===== src/rtl/core/rrd_pkg.sv =====
`timescale 1ns / 1ps
package rrd_pkg;

    localparam int C_PROD_FRAC  = 28;
    localparam int C_TOL_W      = 29;
    localparam int C_DIV_STEPS  = 35;
    localparam int C_SQRT_STEPS = 32;
    localparam int C_LANES      = 4;

    localparam logic [C_TOL_W-1:0] C_TOL_RESET = 29'd268;
    localparam logic [34:0]        C_OFF_LIMIT = 35'h4_0000_0000;

    typedef struct packed {
        logic signed [31:0] origin0_x;
        logic signed [31:0] origin0_y;
        logic signed [15:0] dir0_x;
        logic signed [15:0] dir0_y;
        logic signed [31:0] origin1_x;
        logic signed [31:0] origin1_y;
        logic signed [15:0] dir1_x;
        logic signed [15:0] dir1_y;
    } t_ray_in;

    typedef struct packed {
        logic        [63:0] squared_distance;
        logic        [31:0] distance;
        logic signed [31:0] near0_x;
        logic signed [31:0] near0_y;
        logic signed [31:0] near1_x;
        logic signed [31:0] near1_y;
        logic               rays_parallel;
    } t_ray_out;

    typedef struct packed {
        logic [34:0] rem;
        logic [34:0] dvd;
        logic [34:0] quo;
        logic        ovf;
        logic        neg;
    } t_div_lane;

    typedef struct packed {
        logic                           valid;
        logic [34:0]                    den;
        t_div_lane [C_LANES-1:0]        lane;
        logic [C_LANES-1:0][31:0]       org;
        logic [63:0]                    sq;
        logic                           par;
    } t_div_beat;

    typedef struct packed {
        logic                           valid;
        logic [63:0]                    rad;
        logic [33:0]                    rem;
        logic [31:0]                    root;
        logic [C_LANES-1:0][31:0]       near;
        logic [63:0]                    sq;
        logic                           par;
    } t_sqrt_beat;

endpackage


===== src/rtl/core/rrd_div_cell.sv =====
`timescale 1ns / 1ps
module rrd_div_cell (
    input  logic               i_clk,
    input  logic               i_rst_n,
    input  rrd_pkg::t_div_beat i_beat,
    output rrd_pkg::t_div_beat o_beat
);
    import rrd_pkg::*;

    t_div_beat n_beat, r_beat;

    // one quotient bit per lane
    always_comb begin
        n_beat = i_beat;
        for (int l = 0; l < C_LANES; l++) begin
            logic [35:0] t;
            logic        ge;
            t  = {i_beat.lane[l].rem, i_beat.lane[l].dvd[34]};
            ge = t >= {1'b0, i_beat.den};
            n_beat.lane[l].rem = ge ? 35'(t - {1'b0, i_beat.den}) : 35'(t);
            n_beat.lane[l].quo = {i_beat.lane[l].quo[33:0], ge};
            n_beat.lane[l].dvd = {i_beat.lane[l].dvd[33:0], 1'b0};
        end
    end

    always_ff @(posedge i_clk) begin
        if (!i_rst_n) r_beat.valid <= 1'b0;
        else          r_beat <= n_beat;
    end

    assign o_beat = r_beat;

endmodule


===== config.mk =====
export PLATFORM = sky130hd
export DESIGN_NAME = rrd_div_cell
export DESIGN_NICKNAME = d
export VERILOG_FILES = /design/src/rtl/core/rrd_pkg.sv /design/src/rtl/core/rrd_div_cell.sv
export SDC_FILE = /design/constraint.sdc
export NUM_CORES = 1
export LEC_CHECK = 0
export ABC_AREA = 1
export BUFFER_PORTS_ARGS = -buffer_cell sky130_fd_sc_hd__buf_2
export CAP_MARGIN = 20
export CELL_PAD_IN_SITES_DETAIL_PLACEMENT = 2
export CELL_PAD_IN_SITES_GLOBAL_PLACEMENT = 2
export CORE_AREA = 2 2 513 515
export CTS_BUF_LIST = sky130_fd_sc_hd__clkbuf_4 sky130_fd_sc_hd__clkbuf_8
export DETAILED_ROUTE_END_ITERATION = 7
export DIE_AREA = 0 0 515 517
export PLACE_DENSITY = 0.46
export SETUP_SLACK_MARGIN = 0.15
export SLEW_MARGIN = 20
export SYNTH_ARGS = -nofsm -noshare
export SYNTH_HDL_FRONTEND = slang
export SYNTH_SLANG_ARGS = --single-unit

===== constraint.sdc =====
create_clock -name i_clk -period 8 [get_ports i_clk]
set_input_delay 2.4 -clock i_clk [delete_from_list [all_inputs] [get_ports i_clk]]
set_output_delay 2.4 -clock i_clk [all_outputs]
set_load 0.03 [all_outputs]

==> results.cfg, run 1 <==
[clocking]
clockBufferDepth = 4
cts_tree = built
cts_resized = 0
cts_setup_buffers = 0
cts_made_buffers = 155
clock-sinks = 653
root_buffer = clkbuf_8
clkTransAtPathRegs_ps = 60
hold_buffers = 0
htreeDepth = 4

[timing]
finalMaxSlewViolations = 0
maxSlewHeadroom_pct = 26.93
tightest_slew_ps = 1096
timing.final.crit_share_pct = 63.99
fin_tns_setup_ps = 0
setup_viol = 0
period_minus_slack_ps = 5119
hold_viol_final = 0
rsz0062_at_grt = false
max_freq_mhz = 195.3

[layout]
final_core_util_pct = 17.67
largest_reg_flops = 653
final_cell_area_sq_um = 46140
num-nets-final = 5497
fillers = 30400
area_growth_pct = 43.16
drive_gt1_share_pct = 35.15

[route]
drc = 0
drt_iter0_markers = 2087
avgViaCountPerCell = 3.757
wl_microns = 286400
vias = 31100
wl_per_cell_microns = 34.60
ant_nets = 0
drt_first_pass_iters = 5

[logic_synthesis]
synth_area_sq_um = 32230
yosysSeqAreaShare_pct = 60.81
synth_flop_cell = edfxtp_1
synth_edf_count = 652
async_reset_ff_share_pct = 0
synth_top_area_share_pct = 60.75
syn_area_per_cell_sq_um = 9.969
synth-seq-cells = 653
synth_most_common_cell = nand2_1
synth_warnings = 0
synth_area_leader_cell = edfxtp_1
synth_cell_types = 33
synth_commonest_cells = nand2_1, edfxtp_1, inv_1
synth_area_leaders = edfxtp_1, nand2_1, ha_1, inv_1, nor2_1
synth_cells = 3233

[global_route]
grt_max_degree = 111
top_usage_layer = met2
grt_pass1_vias = 31870
grt_use_met3_pct = 8.126
gr-total-overflow = 0
grt_usage_pct = 20.68
grt_use_met1_pct = 24.88
gr-usage-met2_pct = 33.98
antenna_found_initial = 232
grt_first_pass_wirelength_microns = 352300

[power_and_ir_drop]
peakVddDrop_mv = 0.1116
power_density_nw_per_um2 = 244.0
p_leak_uw = 0.02133

[place]
dp_hpwl_microns = 246900
routabilityCongestion = 0.9493
port_buffers = 1307
place_area_sq_um = 43040

[critical_path]
cp.arrival_ps = 5800
path_max_fanout = 33
path_class = in2reg
cp-start-kind = input port
cp-end-kind = register
crit_required_ps = 8680

[floorplan]
core_area_sq_um = 261100
row_count = 188
io_pins = 1316
die_y_microns = 517
start_util_pct = 12.34
die_area_sq_um = 266300
die_width_microns = 515

[hold_path]
hp-class = in2reg

[run]
drv_cap = 0

[outcome]
status = completed
metrics by stage:
step                      std cells  hold WS, ps  total power, uW  setup WS (ps)
final                          8277         1628            11260           2881
after global routing           8233         1550            11770           2702
after CTS                      8219         1513            11540           2865
after detailed placement       7957         2578             7303           1889
after global placement         7957         2577             7304           1928
after floorplan                3236         2493             5776           3712
kinds of logic (layout without fill, tap and decap cells):
family,after synthesis,in the layout,share of synthesized area (%)
fa+ha+maj,144,144,5.684
xor+xnor,72,72,1.957
compound gates,186,186,3.071
other cells,1,62,0.01164
flops,653,653,60.81
simple gates,1679,1679,22.04
buf+inv,498,2061,6.421
power breakdown:
group | switching, uW | leakage, uW | total [uW] | internal [uW]
registers | 148 | 0.00639 | 4310 | 4160
logic | 2190 | 0.0134 | 2860 | 668
clock network | 1850 | 0.00156 | 4090 | 2240
total | 4190 | 0.0213 | 11300 | 7070
path summary, 6_finish.rpt:
check	start	end	slack, ps	cells after the start
worst max-delay path	i_beat[624]	o_beat[494]	2880	16
worst min-delay path	i_beat[220]	o_beat[221]	1630	1
critical path, stage by stage:
cell and delay (ps):
buf_2 100, inv_1 760, ha_1 480, nand2_1 110, nand2_2 70, nor2_4 160
inv_2 40, nand2_1 70, nand3_2 130, nand2_2 130, nand2_2 80, nand2_2 90
nand2_4 170, inv_2 570, nand2_1 120, nand2_1 210
cells in the final DEF, fill, tap and decap left out, types with 44 or more instances in the layout:
master,instances
buf_2,1306
nand2_1,1170
edfxtp_1,652
inv_1,444
nor2_1,222
clkbuf_8,159
ha_1,140
a21oi_1,113
nand3_1,105
xor2_1,60
diode_2,58
o21ai_0,51
clkbuf_4,47
nand3_2,44
layout make-up:
class / count / area, sq um / area share [%]
antenna: 58 / 145.1 / 0.3146
clock buffer: 206 / 2541 / 5.508
clock inverter: 56 / 414.1 / 0.8976
inverter: 465 / 1748 / 3.788
multi-input combinational: 2085 / 10570 / 22.91
sequential: 653 / 19600 / 42.48
tap: 3420 / 4279 / 9.274
timing repair buffer: 1334 / 6842 / 14.83
layer usage:
metal	routed length (microns)	part of all wire [%]
met1	116300	41
met3	27120	9.5
met4	8861	3.1
met2	133400	47
met5	681	0.24
No activity file was read; power rests on OpenSTA's default activity.
==> inputs of run 2 (changes only) <==
--- a/config.mk
+++ b/config.mk
@@ -10,11 +10,11 @@
 export CAP_MARGIN = 20
 export CELL_PAD_IN_SITES_DETAIL_PLACEMENT = 2
 export CELL_PAD_IN_SITES_GLOBAL_PLACEMENT = 2
-export CORE_AREA = 2 2 513 515
+export CORE_AREA = 2 2 505 507
 export CTS_BUF_LIST = sky130_fd_sc_hd__clkbuf_4 sky130_fd_sc_hd__clkbuf_8
 export DETAILED_ROUTE_END_ITERATION = 7
-export DIE_AREA = 0 0 515 517
-export PLACE_DENSITY = 0.46
+export DIE_AREA = 0 0 507 509
+export PLACE_DENSITY = 0.49
 export SETUP_SLACK_MARGIN = 0.15
 export SLEW_MARGIN = 20
 export SYNTH_ARGS = -nofsm -noshare
==> constraint.sdc (replaced) <==
create_clock -name i_clk -period 4.2 [get_ports i_clk]
set_input_delay 1.26 -clock i_clk [delete_from_list [all_inputs] [get_ports i_clk]]
set_output_delay 1.26 -clock i_clk [all_outputs]
set_load 0.03 [all_outputs]
==> run 2 against run 1 <==
Net effect:
- worst hold slack worse by 1100 ps
- non-clock buffer count up 124
- routed wire length up 4.0%
- flip-flop and latch count unchanged
- clock power up 93%
- setup slack worse by 2000 ps
- global-route usage up 1.7 points
- sequential power up 92%
- cell count up 1.0%
- final area up 2.9%
- largest power group unchanged
==> results.cfg, run 2 (synthesis results as in run 1) <==
[clocking]
clkTransAtPathRegs_ps = 60
cts_resized = 0
root_buffer = clkbuf_8
cts_tree = built
hold_buffers = 0
htreeDepth = 4
cts_setup_buffers = 0
clock-sinks = 653
clockBufferDepth = 3
cts_made_buffers = 146

[global_route]
grt_max_degree = 81
antenna_found_initial = 246
grt_first_pass_wirelength_microns = 365600
gr-total-overflow = 0
grt_usage_pct = 22.33
grt_pass1_vias = 32570

[critical_path]
cpMaxStageDelayCell = edfxtp_1
max_stage_delay_ps = 760
worst-path-buf-inv = 1
cp-start-kind = register
crit_family = flip-flops
path_class = reg2out
crit_required_ps = 2940
cp-end-kind = primary output
path_max_fanout = 4
cp.arrival_ps = 2040
path_cells = buf_2

[route]
wl_per_cell_microns = 35.62
wl_microns = 297900
drt_first_pass_iters = 5
drc = 0
vias = 31940
drt_iter0_markers = 2392
avgViaCountPerCell = 3.819
ant_nets = 0

[timing]
timing.final.crit_share_pct = 78.48
fin_tns_setup_ps = 0
rsz0062_at_grt = false
finalMaxSlewViolations = 0
holdWs_ps = 488.8
setup_viol = 0
hold_viol_final = 0
fin_ws_ps = 903.6
tightest_slew_ps = 770.9
max_freq_mhz = 303.4
maxSlewHeadroom_pct = 48.61
period_minus_slack_ps = 3296

[outcome]
status = completed

[layout]
final_cell_mix = buf_2, nand2_1, edfxtp_1, inv_1, nor2_1
area_growth_pct = 47.29
largest_reg_flops = 653
multiInputGateArea_sq_um = 10570
final_common_cell = buf_2
final_cell_count_no_fill = 8363
num-nets-final = 5612
drive_gt1_share_pct = 36.85
seq_area_sq_um = 19600
fillers = 29440
final_cell_area_sq_um = 47470

[floorplan]
die_area_sq_um = 258100
core_area_sq_um = 252800
start_util_pct = 12.75
die_y_microns = 509
row_count = 185
die_width_microns = 507
io_pins = 1316

[place]
place_inst = 8027
dp_hpwl_microns = 261500
place_area_sq_um = 44270
routabilityCongestion = 0.9480
dpl_worst_slack_ps = -7.546
port_buffers = 1307

[power_and_ir_drop]
peakVddDrop_mv = 0.3155
p_leak_uw = 0.02207
power_density_nw_per_um2 = 460.3

[hold_path]
hp-class = in2reg

[run]
drv_cap = 0
run 2: cell types whose count changed in the layout (fill, tap and decap cells not counted):
| cell | before | now |
|---|---|---|
| clkinvlp_4 | 2 | 6 |
| clkinv_2 | 11 | 14 |
| buf_12 | 7 | 36 |
| inv_12 | 0 | 6 |
| clkbuf_8 | 159 | 150 |
| clkbuf_4 | 47 | 40 |
| clkinv_1 | 35 | 31 |
| buf_4 | 20 | 115 |
| inv_8 | 0 | 1 |
| diode_2 | 58 | 75 |
| inv_16 | 0 | 5 |
run 2: worst paths after layout:
kind / start / end / cells past startpoint
setup / recovery: o_beat[356] / o_beat[356] / 1
hold / removal: i_beat[433] / o_beat[434] / 1
run 2: final cells by class:
cell class                 count  share of cell area [%]
antenna                       75                  0.3954
tap                         3366                   8.872
multi-input combinational   2085                   22.27
sequential                   653                   41.29
timing repair buffer        1458                   17.14
clock inverter                71                   1.376
clock buffer                 190                   4.982
inverter                     465                   3.682
run 2: per-layer routing:
| layer | part of all wire [%] | global-route usage (%) | wire, microns |
|---|---|---|---|
| met4 | 3.5 | 6.795 | 10480 |
| met2 | 47 | 36.81 | 139000 |
| met3 | 10 | 9.648 | 30490 |
| met5 | 0.19 | 0 | 554 |
| met1 | 39 | 26.06 | 117300 |
run 2: stage by stage:
| step | util (%) | power, uW |
|---|---|---|
| final | 18.78 | 21850 |
| after global routing | 18.73 | 22830 |
| after CTS | 18.71 | 22370 |
| after detailed placement | 17.51 | 14190 |
| after global placement | 17.51 | 14180 |
| after floorplan | - | 11000 |
run 2: power breakdown:
group | switching, uW | total (uW) | internal (uW)
combinational | 4240 | 5670 | 1430
clock | 3770 | 7910 | 4150
sequential | 342 | 8270 | 7930
