[src/rtl/core/rrd_pkg.sv]
`timescale 1ns / 1ps
package rrd_pkg;

    localparam int C_PROD_FRAC  = 28;
    localparam int C_TOL_W      = 29;
    localparam int C_DIV_STEPS  = 35;
    localparam int C_SQRT_STEPS = 32;
    localparam int C_LANES      = 4;

    localparam logic [C_TOL_W-1:0] C_TOL_RESET = 29'd268;
    localparam logic [34:0]        C_OFF_LIMIT = 35'h4_0000_0000;

    typedef struct packed {
        logic signed [31:0] origin0_x;
        logic signed [31:0] origin0_y;
        logic signed [15:0] dir0_x;
        logic signed [15:0] dir0_y;
        logic signed [31:0] origin1_x;
        logic signed [31:0] origin1_y;
        logic signed [15:0] dir1_x;
        logic signed [15:0] dir1_y;
    } t_ray_in;

    typedef struct packed {
        logic        [63:0] squared_distance;
        logic        [31:0] distance;
        logic signed [31:0] near0_x;
        logic signed [31:0] near0_y;
        logic signed [31:0] near1_x;
        logic signed [31:0] near1_y;
        logic               rays_parallel;
    } t_ray_out;

    typedef struct packed {
        logic [34:0] rem;
        logic [34:0] dvd;
        logic [34:0] quo;
        logic        ovf;
        logic        neg;
    } t_div_lane;

    typedef struct packed {
        logic                           valid;
        logic [34:0]                    den;
        t_div_lane [C_LANES-1:0]        lane;
        logic [C_LANES-1:0][31:0]       org;
        logic [63:0]                    sq;
        logic                           par;
    } t_div_beat;

    typedef struct packed {
        logic                           valid;
        logic [63:0]                    rad;
        logic [33:0]                    rem;
        logic [31:0]                    root;
        logic [C_LANES-1:0][31:0]       near;
        logic [63:0]                    sq;
        logic                           par;
    } t_sqrt_beat;

endpackage

[src/rtl/core/rrd_sqrt_cell.sv]
`timescale 1ns / 1ps
module rrd_sqrt_cell (
    input  logic                i_clk,
    input  logic                i_rst_n,
    input  rrd_pkg::t_sqrt_beat i_beat,
    output rrd_pkg::t_sqrt_beat o_beat
);
    import rrd_pkg::*;

    t_sqrt_beat  n_beat, r_beat;
    logic [35:0] w_t, w_trial;
    logic        w_ge;

    // one root bit per cell
    assign w_t     = {i_beat.rem, i_beat.rad[63:62]};
    assign w_trial = {2'b0, i_beat.root, 2'b01};
    assign w_ge    = w_t >= w_trial;

    always_comb begin
        n_beat      = i_beat;
        n_beat.rem  = w_ge ? 34'(w_t - w_trial) : 34'(w_t);
        n_beat.root = {i_beat.root[30:0], w_ge};
        n_beat.rad  = {i_beat.rad[61:0], 2'b00};
    end

    always_ff @(posedge i_clk) begin
        if (!i_rst_n) r_beat.valid <= 1'b0;
        else          r_beat <= n_beat;
    end

    assign o_beat = r_beat;

endmodule

[config.mk]
export PLATFORM = sky130hd
export DESIGN_NAME = rrd_sqrt_cell
export DESIGN_NICKNAME = d
export VERILOG_FILES = /design/src/rtl/core/rrd_pkg.sv /design/src/rtl/core/rrd_sqrt_cell.sv
export SDC_FILE = /design/constraint.sdc
export NUM_CORES = 1
export LEC_CHECK = 0
export BUFFER_PORTS_ARGS = -buffer_cell sky130_fd_sc_hd__buf_2
export CORE_AREA = 2 2 252 254
export CTS_BUF_LIST = sky130_fd_sc_hd__clkbuf_16
export DETAILED_ROUTE_END_ITERATION = 10
export DIE_AREA = 0 0 254 256
export MAX_ROUTING_LAYER = met4
export PLACE_DENSITY = 0.42
export SYNTH_ARGS = -nofsm -noshare
export SYNTH_HDL_FRONTEND = slang
export SYNTH_SLANG_ARGS = --single-unit
[constraint.sdc]
create_clock -name i_clk -period 3.15 [get_ports i_clk]
set_clock_uncertainty 0.15 [all_clocks]
set_input_delay 0.4725 -clock i_clk [delete_from_list [all_inputs] [get_ports i_clk]]
set_output_delay 0.4725 -clock i_clk [all_outputs]
set_load 0.02 [all_outputs]
==> run metrics, run 1 <==
Max Cap Viol=0; outcome=completed; Synth Register Bits=322; drt pass-1 iters=5; worst slack, placed=-0.218 ns; synth cell count leaders=321 x edfxtp_1, 58 x nand2_1, 42 x inv_1, 41 x o21ai_0, 34 x ha_1; FFs w/ async S/R, synth=0%; first-pass GRT wire length=approximately 72000 um; Layout Nets=2088; Via density=just under 4; period utilization=97.1%; Leak=9.07 nW; hold depth=1; hold_ws=0.0376 ns; Routed WL=51300 um; grt total ovfl=0; Die Width=254 um; CTS buffer count=39; Gate Count Post-Synth=702; Final WS setup=0.0907 ns; # setup viols final=0; CP max stage cell=dlygate4sd3_1; GRT met3 Usage=3.83%; top cell type's share of synthesized area=79.4%; EDFF count, synth=321; Max VDD drop=0.308 mV; Crit Path Class=in2reg; critical path fanouts, max=5; post-synth top area cell=edfxtp_1; fmax=about 330 MHz; final worst path period need=about 3.1 ns; max-slew violation count=0; max FFs per register=322; Final Hold Viols=0; CP delay by family, top=buffers and inverters; worst path required time=3.30 ns; wire length per cell=19.7 um; Post-Syn Area=12100 um^2; Post-DP HPWL=just under 40000 um; routed via count=10.1k; # DRC=0; Total Routing Usage GR=between 15 and 20%; worst path bufs/invs=5; initial antenna violation count=10; largest net degree at the start of global routing=73; GP Congestion=0.878; power per cell area=about 560 nW/um^2; CP arrival=3.21 ns; Hold Crit Class=in2reg; root buf cell=clkbuf_16; CTS tree=yes; drt initial violations=about 590; # clock sinks=322; WHS Endpoint=o_beat[212]; most common cell in the netlist=edfxtp_1; global routing usage on met1=~16%; Starting Density=19.5%; H-tree level count=2; Synth cell types=63; Area Growth Syn to Fin=74.8%; row count=92; busiest grt layer=met2; RSZ-0062 raised after global routing=true; die height=256 um; Global Route met2 Usage=a little over a quarter; CORE AREA=a little over 60000 um^2; Critical Path Sink Type=register; Top FF cell, synth=edfxtp_1; DIE AREA=65000 um^2; vias in the first global route=roughly 11k; I/O Buffers=647; ratio of cells with drive above 1 in the final layout=between 40% and 50%; post-route ant nets=0; worst-path cell chain=dlygate4sd3_1 -> buf_2 -> inv_2 -> ha_4 -> buf_4 -> a21oi_2 -> nor2_1 -> o31ai_1 -> nand3b_1 -> o41ai_2 -> buf_4 -> o21ai_1 -> xnor2_1 -> o21ai_1; YS warnings=0; Clock transition at path regs=about 0.060 ns; Seq/Total Area, Yosys=79.6%; # IOs=650; Bufs on Longest Clock Path=3; max incr delay on CP=0.54 ns; Syn Area/Cell=between 15 and 20 um^2; Synth area leaders=edfxtp_1 79%, ha_1 3.5%, nand2_1 1.8%; crit start category=input port; Hold Crit Start=i_beat[211]
==> stage by stage <==
step | cell area [um^2] | total power [W] | std cells | util, % | TNS (ns)
2_1_floorplan | 12100 | 0.00625 | 703 | - | 0
3_3_place_gp | 16900 | 0.00728 | 2246 | 27.1 | -4.22
3_5_place_dp | 16900 | 0.00728 | 2246 | 27.1 | -5.86
4_1_cts | 21000 | 0.0120 | 2598 | 33.6 | 0
5_1_grt | 21200 | 0.0124 | 2608 | 34.0 | -0.0491
6_report | 21200 | 0.0119 | 2608 | 34.0 | 0
==> where the power goes <==
part           internal, W  total, W  switching, W
Combinational     0.000943   0.00227       0.00132
Clock              0.00255   0.00436       0.00181
Sequential         0.00515   0.00525     0.0000993
==> area by class of cell <==
class | instances | area (um^2)
diodes | 6 | 15.0
clock buffers | 40 | 1000
clock inverters | 29 | 225
fillers | 6235 | 41200
inverters | 43 | 163
multi-input cells | 322 | 2390
flip-flops and latches | 322 | 9660
well taps | 846 | 1060
repair buffers | 1000 | 6700
==> repair_timing <==
action,4_1_cts,5_1_grt
resized for setup,0,34
endpoints found under the hold margin,283,0
endpoints found under the setup margin,0,35
hold buffers,283,0
setup buffers,0,4
==> layout by cell type (no fill, tap or decap), types with 3 or more instances in the layout <==
cell	Yosys	final
o21ai_0	41	38
nor2_1	18	17
a21o_1	19	19
a31oi_1	4	4
buf_2	6	645
bufinv_16	0	3
diode_2	0	6
buf_4	2	62
and3_2	3	3
ha_4	0	7
clkinv_1	0	8
o21ai_1	4	6
nand2b_1	5	5
clkbuf_16	0	41
a21oi_1	28	26
xor2_1	13	13
xnor2_1	14	14
nand3_1	6	6
mux2i_1	4	4
ha_1	34	24
o41ai_2	3	3
ha_2	0	3
and2_1	4	4
nand4_1	6	6
nor3_1	10	10
inv_1	42	45
edfxtp_1	321	321
dlygate4sd3_1	0	283
clkinv_2	1	10
buf_12	0	5
o31ai_1	4	3
nand2_1	58	56
==> kinds of logic (layout without fill, tap and decap cells) <==
family          count (synthesis)  count (layout)  share of synthesized area (%)
xor+xnor                       27              27                           1.95
buf+inv                        59            1112                           2.12
simple gates                  121             121                           4.67
other cells                     1               8                         0.0309
mux                             5               5                          0.454
flops                         322             322                           79.6
compound gates                133             133                           7.68
fa+ha+maj                      34              34                           3.51
==> routing by layer <==
layer,share of wire (%),up-vias
li1,-,4738
met1,38,4845
met2,50,417
met3,6.6,109
met4,6.0,0
met5,0,-
==> worst max-delay path by stage <==
| stage | startpoint | to | slack (ns) | depth (start not counted) |
|---|---|---|---|---|
| 2_1_floorplan | i_beat[202] | o_beat[252] | 0.27 | 10 |
| 3_3_place_gp | i_beat[210] | o_beat[237] | -0.17 | 11 |
| 3_5_place_dp | i_beat[210] | o_beat[233] | -0.22 | 11 |
| 4_1_cts | i_beat[206] | o_beat[246] | 0.02 | 13 |
| 5_1_grt | i_beat[193] | o_beat[255] | -0.02 | 16 |
| 6_report | i_beat[205] | o_beat[254] | 0.09 | 14 |
Note: power is estimated with default switching activity, not from simulation.
==> run 2: changes to the inputs <==
--- a/config.mk
+++ b/config.mk
@@ -6,12 +6,15 @@
 export NUM_CORES = 1
 export LEC_CHECK = 0
 export BUFFER_PORTS_ARGS = -buffer_cell sky130_fd_sc_hd__buf_2
-export CORE_AREA = 2 2 252 254
+export CAP_MARGIN = 25
+export CELL_PAD_IN_SITES_DETAIL_PLACEMENT = 1
+export CELL_PAD_IN_SITES_GLOBAL_PLACEMENT = 1
+export CORE_AREA = 2 2 254 256
 export CTS_BUF_LIST = sky130_fd_sc_hd__clkbuf_16
 export DETAILED_ROUTE_END_ITERATION = 10
-export DIE_AREA = 0 0 254 256
+export DIE_AREA = 0 0 256 258
 export MAX_ROUTING_LAYER = met4
-export PLACE_DENSITY = 0.42
+export PLACE_DENSITY = 0.5
 export SYNTH_ARGS = -nofsm -noshare
 export SYNTH_HDL_FRONTEND = slang
 export SYNTH_SLANG_ARGS = --single-unit
==> run metrics, run 2 (same netlist as run 1, synthesis figures left out) <==
outcome=completed; Leak=9.03 nW (-0.42%); ratio of cells with drive above 1 in the final layout=44.9% (-1.8 points); I/O Buffers=647 (unchanged); Max Cap Viol=0 (unchanged); Clock transition at path regs=0.06 ns (about the same); Hold Crit Class=in2reg; Worst Tran Pin Value=0.574 ns; period utilization=95.9% (-1.3 points); Via density=3.93 (+1.4%); GP Congestion=0.850 (-3.2%); power per cell area=578 nW/um^2 (+3.2%); DIE AREA=66000 um^2 (+1.6%); worst-path cell chain=dlygate4sd3_1 -> buf_2 -> inv_1 -> ha_1 -> and3_2 -> o21ai_0 -> a31oi_1 -> o21ai_0 -> a21bo_2 -> mux2i_1 -> o221ai_1 -> mux2_4; Final WS setup=0.131 ns (+0.0399 ns); crit start category=input port; # setup viols final=0 (unchanged); vias in the first global route=11.3k (+6.1%); Max VDD drop=0.279 mV (-9.4%); fin cells=2610 (+0.077%); CP max stage cell=dlygate4sd3_1; Starting Density=19.1% (-0.39 points); Total Routing Usage GR=17.5% (+2.0 points); Post-DP HPWL=43700 um (+9.9%); initial antenna violation count=14 (+4); most common cell after layout, fill and taps aside=buf_2; total power=0.0122 W (+2.5%); max incr delay on CP=0.60 ns (+0.06 ns); # clock sinks=322 (unchanged); fill count=6984 (+12%); Slew HR=61.7%; RSZ-0062 raised after global routing=false; worst slack, placed=-0.306 ns (-0.0882 ns); post-route ant nets=0 (unchanged); max-slew violation count=0 (unchanged); CP arrival=3.17 ns (-0.04 ns); # DRC=0 (unchanged); CORE AREA=63600 um^2 (+2.0%); fmax=331 MHz (+1.3%); drt initial violations=482 (-18%); CTS tree=yes; Routed WL=57700 um (+13%); Area Growth Syn to Fin=73.5%; # IOs=650 (unchanged); DP Cell Count=2245 (-0.045%); largest net degree at the start of global routing=62 (-15%); row count=93 (+1.1%); first-pass GRT wire length=81600 um (+14%); worst path required time=3.30 ns (about the same); Final Hold Viols=0 (unchanged); hold_ws=0.0686 ns (+0.0310 ns); Die Width=256 um (+0.79%); final worst path period need=3.02 ns (-0.0399 ns); Layout Nets=2079 (-0.43%); drt pass-1 iters=4 (-1); die height=258 um (+0.78%); grt total ovfl=0 (unchanged); root buf cell=clkbuf_16; routed via count=10.3k (+1.5%); Critical Path Sink Type=register; wire length per cell=22.1 um (+12%); critical path fanouts, max=4 (-1); fin util=33.1% (-0.92 points); max FFs per register=322 (unchanged); H-tree level count=2 (unchanged); crit-path most repeated cell=o21ai_0; CTS buffer count=41 (+5.1%); commonest cells after routing, fill and taps aside=646 x buf_2, 321 x edfxtp_1, 286 x dlygate4sd3_1; Bufs on Longest Clock Path=3 (unchanged); Crit Path Class=in2reg
## run 2: changes by cell type in the layout (fill, tap and decap cells not counted), sizes merged, moves of 3 or more
cell and delta:
clkinv -8, buf -13, diode +4, inv +4
dlygate4sd3 +3
## run 2: metal layers
layer	vias to the layer above	part of all wire, %	global-route usage (%)
met2	414	50	29.6
met5	-	0	-
met1	5012	36	18.1
met3	113	8.0	6.26
li1	4721	-	-
met4	0	5.4	8.63
## run 2: metrics by stage
step | setup TNS, ns | cell area [um^2]
floorplan | 0 | 12100
global placement | -6.32 | 16800
detailed placement | -8.62 | 16800
CTS | 0 | 21000
global route | 0 | 21000
finish | 0 | 21100
## run 2: worst paths after layout
kind | start | end | slack [ns] | depth (start not counted)
max | i_beat[211] | o_beat[252] | 0.13 | 12
min | i_beat[323] | o_beat[323] | 0.07 | 2
## run 2: layout make-up
class                      instances  area, um^2  share of cell area [%]
tap                              855        1070                    5.08
multi-input combinational        322        2230                    10.6
sequential                       322        9660                    45.9
inverter                          43         163                   0.773
antenna                           10        25.0                   0.119
clock inverter                    27         251                    1.19
timing repair buffer             989        6600                    31.4
clock buffer                      42        1050                    4.99
## run 2: power by group
part	internal (W)	switching, W
logic	0.000905	0.00135
registers	0.00515	0.000106
clock network	0.00274	0.00191
## run 2: what timing repair did
action	4_1_cts	5_1_grt
endpoints found under the hold margin	286	0
setup endpoints to repair	0	20
hold buffers	286	0
resized for setup	0	4
setup buffers	0	0
## run 2: critical path: cells and delay by family
family          cells  cell delay [ns]
buf+inv             3             0.80
fa+ha+maj           1             0.28
mux                 2             0.49
simple gates        1             0.25
compound gates      5             0.88
==> run 3: changes to the inputs <==
--- a/config.mk
+++ b/config.mk
@@ -5,6 +5,7 @@
 export SDC_FILE = /design/constraint.sdc
 export NUM_CORES = 1
 export LEC_CHECK = 0
+export ABC_CLOCK_PERIOD_IN_PS = 3150
 export BUFFER_PORTS_ARGS = -buffer_cell sky130_fd_sc_hd__buf_2
 export CAP_MARGIN = 25
 export CELL_PAD_IN_SITES_DETAIL_PLACEMENT = 1
==> constraint.sdc (replaced) <==
create_clock -name i_clk -period 3.15 [get_ports i_clk]
set_clock_uncertainty 0.15 [all_clocks]
set_input_delay 0.63 -clock i_clk [delete_from_list [all_inputs] [get_ports i_clk]]
set_output_delay 0.63 -clock i_clk [all_outputs]
set_load 0.02 [all_outputs]
==> run metrics, run 3 (same netlist as run 1, synthesis figures left out) <==
post-route ant nets=0 (unchanged); I/O Buffers=647 (unchanged); Max Cap Viol=0 (unchanged); fill count=7111 (+1.8%); RSZ-0062 raised after global routing=false; max FFs per register=322 (unchanged); # resized after CTS=0 (unchanged); final worst path period need=2.85 ns (-0.173 ns); power per cell area=649 nW/um^2 (+12%); # clock sinks=322 (unchanged); CP delay by family, top=compound AO/OA/AOI/OAI gates; Bufs on Longest Clock Path=3 (unchanged); Crit Path Class=in2reg; commonest cells after routing, fill and taps aside=646 x buf_2, 321 x edfxtp_1, 104 x buf_4; Post-DP HPWL=44200 um (+1.2%); crit start category=input port; hold buffers post-CTS=0 (-100%); WHS Endpoint=o_beat[173]; GP Congestion=0.833 (-2.0%); worst path required time=3.29 ns (about the same); outcome=completed; DIE AREA=66000 um^2 (unchanged); hold depth=1 (-1); Final Hold Viols=0 (unchanged); drt initial violations=445 (-7.7%); Total Routing Usage GR=16.2% (-1.3 points); most common cell after layout, fill and taps aside=buf_2; fin util=29.4% (-3.7 points); CORE AREA=63600 um^2 (unchanged); Clock transition at path regs=0.06 ns (about the same); H-tree level count=2 (unchanged); CP arrival=2.98 ns (-0.19 ns); period utilization=90.4% (-5.5 points); critical path fanouts, max=6 (+2); vias in the first global route=9833 (-13%); row count=93 (unchanged); # DRC=0 (unchanged); routed via count=9396 (-8.4%); drt pass-1 iters=4 (unchanged); CTS buffer count=41 (unchanged); final setup TNS=0 ns (unchanged); Leak=8.14 nW (-9.8%); Hold Crit Start=i_beat[173]; grt total ovfl=0 (unchanged); die height=258 um (unchanged); initial antenna violation count=29 (+15); fin cells=2392 (-8.4%); ratio of cells with drive above 1 in the final layout=55.8% (+11 points); DP Cell Count=2300 (+2.4%); first-pass GRT wire length=74200 um (-9.0%); root buf cell=clkbuf_16; # IOs=650 (unchanged); Worst Tran Pin Value=0.713 ns (+0.139 ns); # setup viols final=0 (unchanged); Die Width=256 um (unchanged); wire length per cell=22.5 um (+1.8%); Reg area=9660 um^2 (unchanged); max-slew violation count=0 (unchanged); Slew HR=52.5% (-9.3 points); CTS tree=yes; Routed WL=53900 um (-6.7%); Starting Density=19.1% (unchanged); Max VDD drop=0.334 mV (+20%); worst-path cell chain=buf_2 -> inv_1 -> ha_1 -> a21o_1 -> a31o_1 -> a211oi_4 -> o211ai_2 -> a21bo_2 -> mux2i_1 -> o221ai_1 -> mux2_4; Critical Path Sink Type=register; max incr delay on CP=0.39 ns (-0.21 ns); CP max stage cell=ha_1; Multi-input gate area=2220 um^2 (-0.39%); post-CTS setup buffers=0 (unchanged); Hold Crit Class=in2reg; fmax=351 MHz (+6.1%); Via density=3.93 (about the same); worst path bufs/invs=2 (-1); largest net degree at the start of global routing=73 (+18%); Layout Nets=1848 (-11%); Area Growth Syn to Fin=54.3%
-- run 3: worst max-delay path by stage --
stage / slack (ns) / to / cells after the start / from
2_1_floorplan: 0.11 / o_beat[252] / 10 / i_beat[202]
3_3_place_gp: -0.25 / o_beat[251] / 12 / i_beat[208]
3_5_place_dp: -0.29 / o_beat[227] / 11 / i_beat[208]
4_1_cts: 0.31 / o_beat[251] / 12 / i_beat[208]
5_1_grt: 0.12 / o_beat[257] / 11 / i_beat[193]
6_report: 0.30 / o_beat[252] / 11 / i_beat[202]
-- run 3: where the power goes --
group / leakage (nW) / internal, W / total (W) / switching, W
sequential: 3.15 / 0.00515 / 0.00526 / 0.000104
clock: 0.699 / 0.00294 / 0.00490 / 0.00196
combinational: 4.30 / 0.000728 / 0.00198 / 0.00126
-- run 3: layout make-up --
class / instances / area share (%)
diodes: 17 / 0.227
clock buffers: 42 / 5.61
clock inverters: 33 / 1.85
inverters: 43 / 0.869
multi-input cells: 322 / 11.9
flip-flops and latches: 322 / 51.6
well taps: 855 / 5.71
repair buffers: 758 / 22.3
-- run 3: per-layer routing --
metal	track usage, %	vias to the layer above	share of wire [%]	wire (um)
met5	-	-	0	0
met4	6.24	0	4.3	2320
met3	7.07	98	10	5520
met2	27.7	405	51	27200
met1	16.4	4622	35	18800
li1	-	4271	-	-
-- run 3: per-stage QoR --
stage               power, W  hold slack, ns  instance area (um^2)  setup slack (ns)
detailed placement   0.00737           0.658                 17300            -0.287
global route          0.0127          0.0522                 18700             0.118
floorplan            0.00625           0.579                 12100             0.111
CTS                   0.0124          0.0392                 18700             0.310
finish                0.0121          0.0912                 18700             0.304
global placement     0.00735           0.656                 17300            -0.253
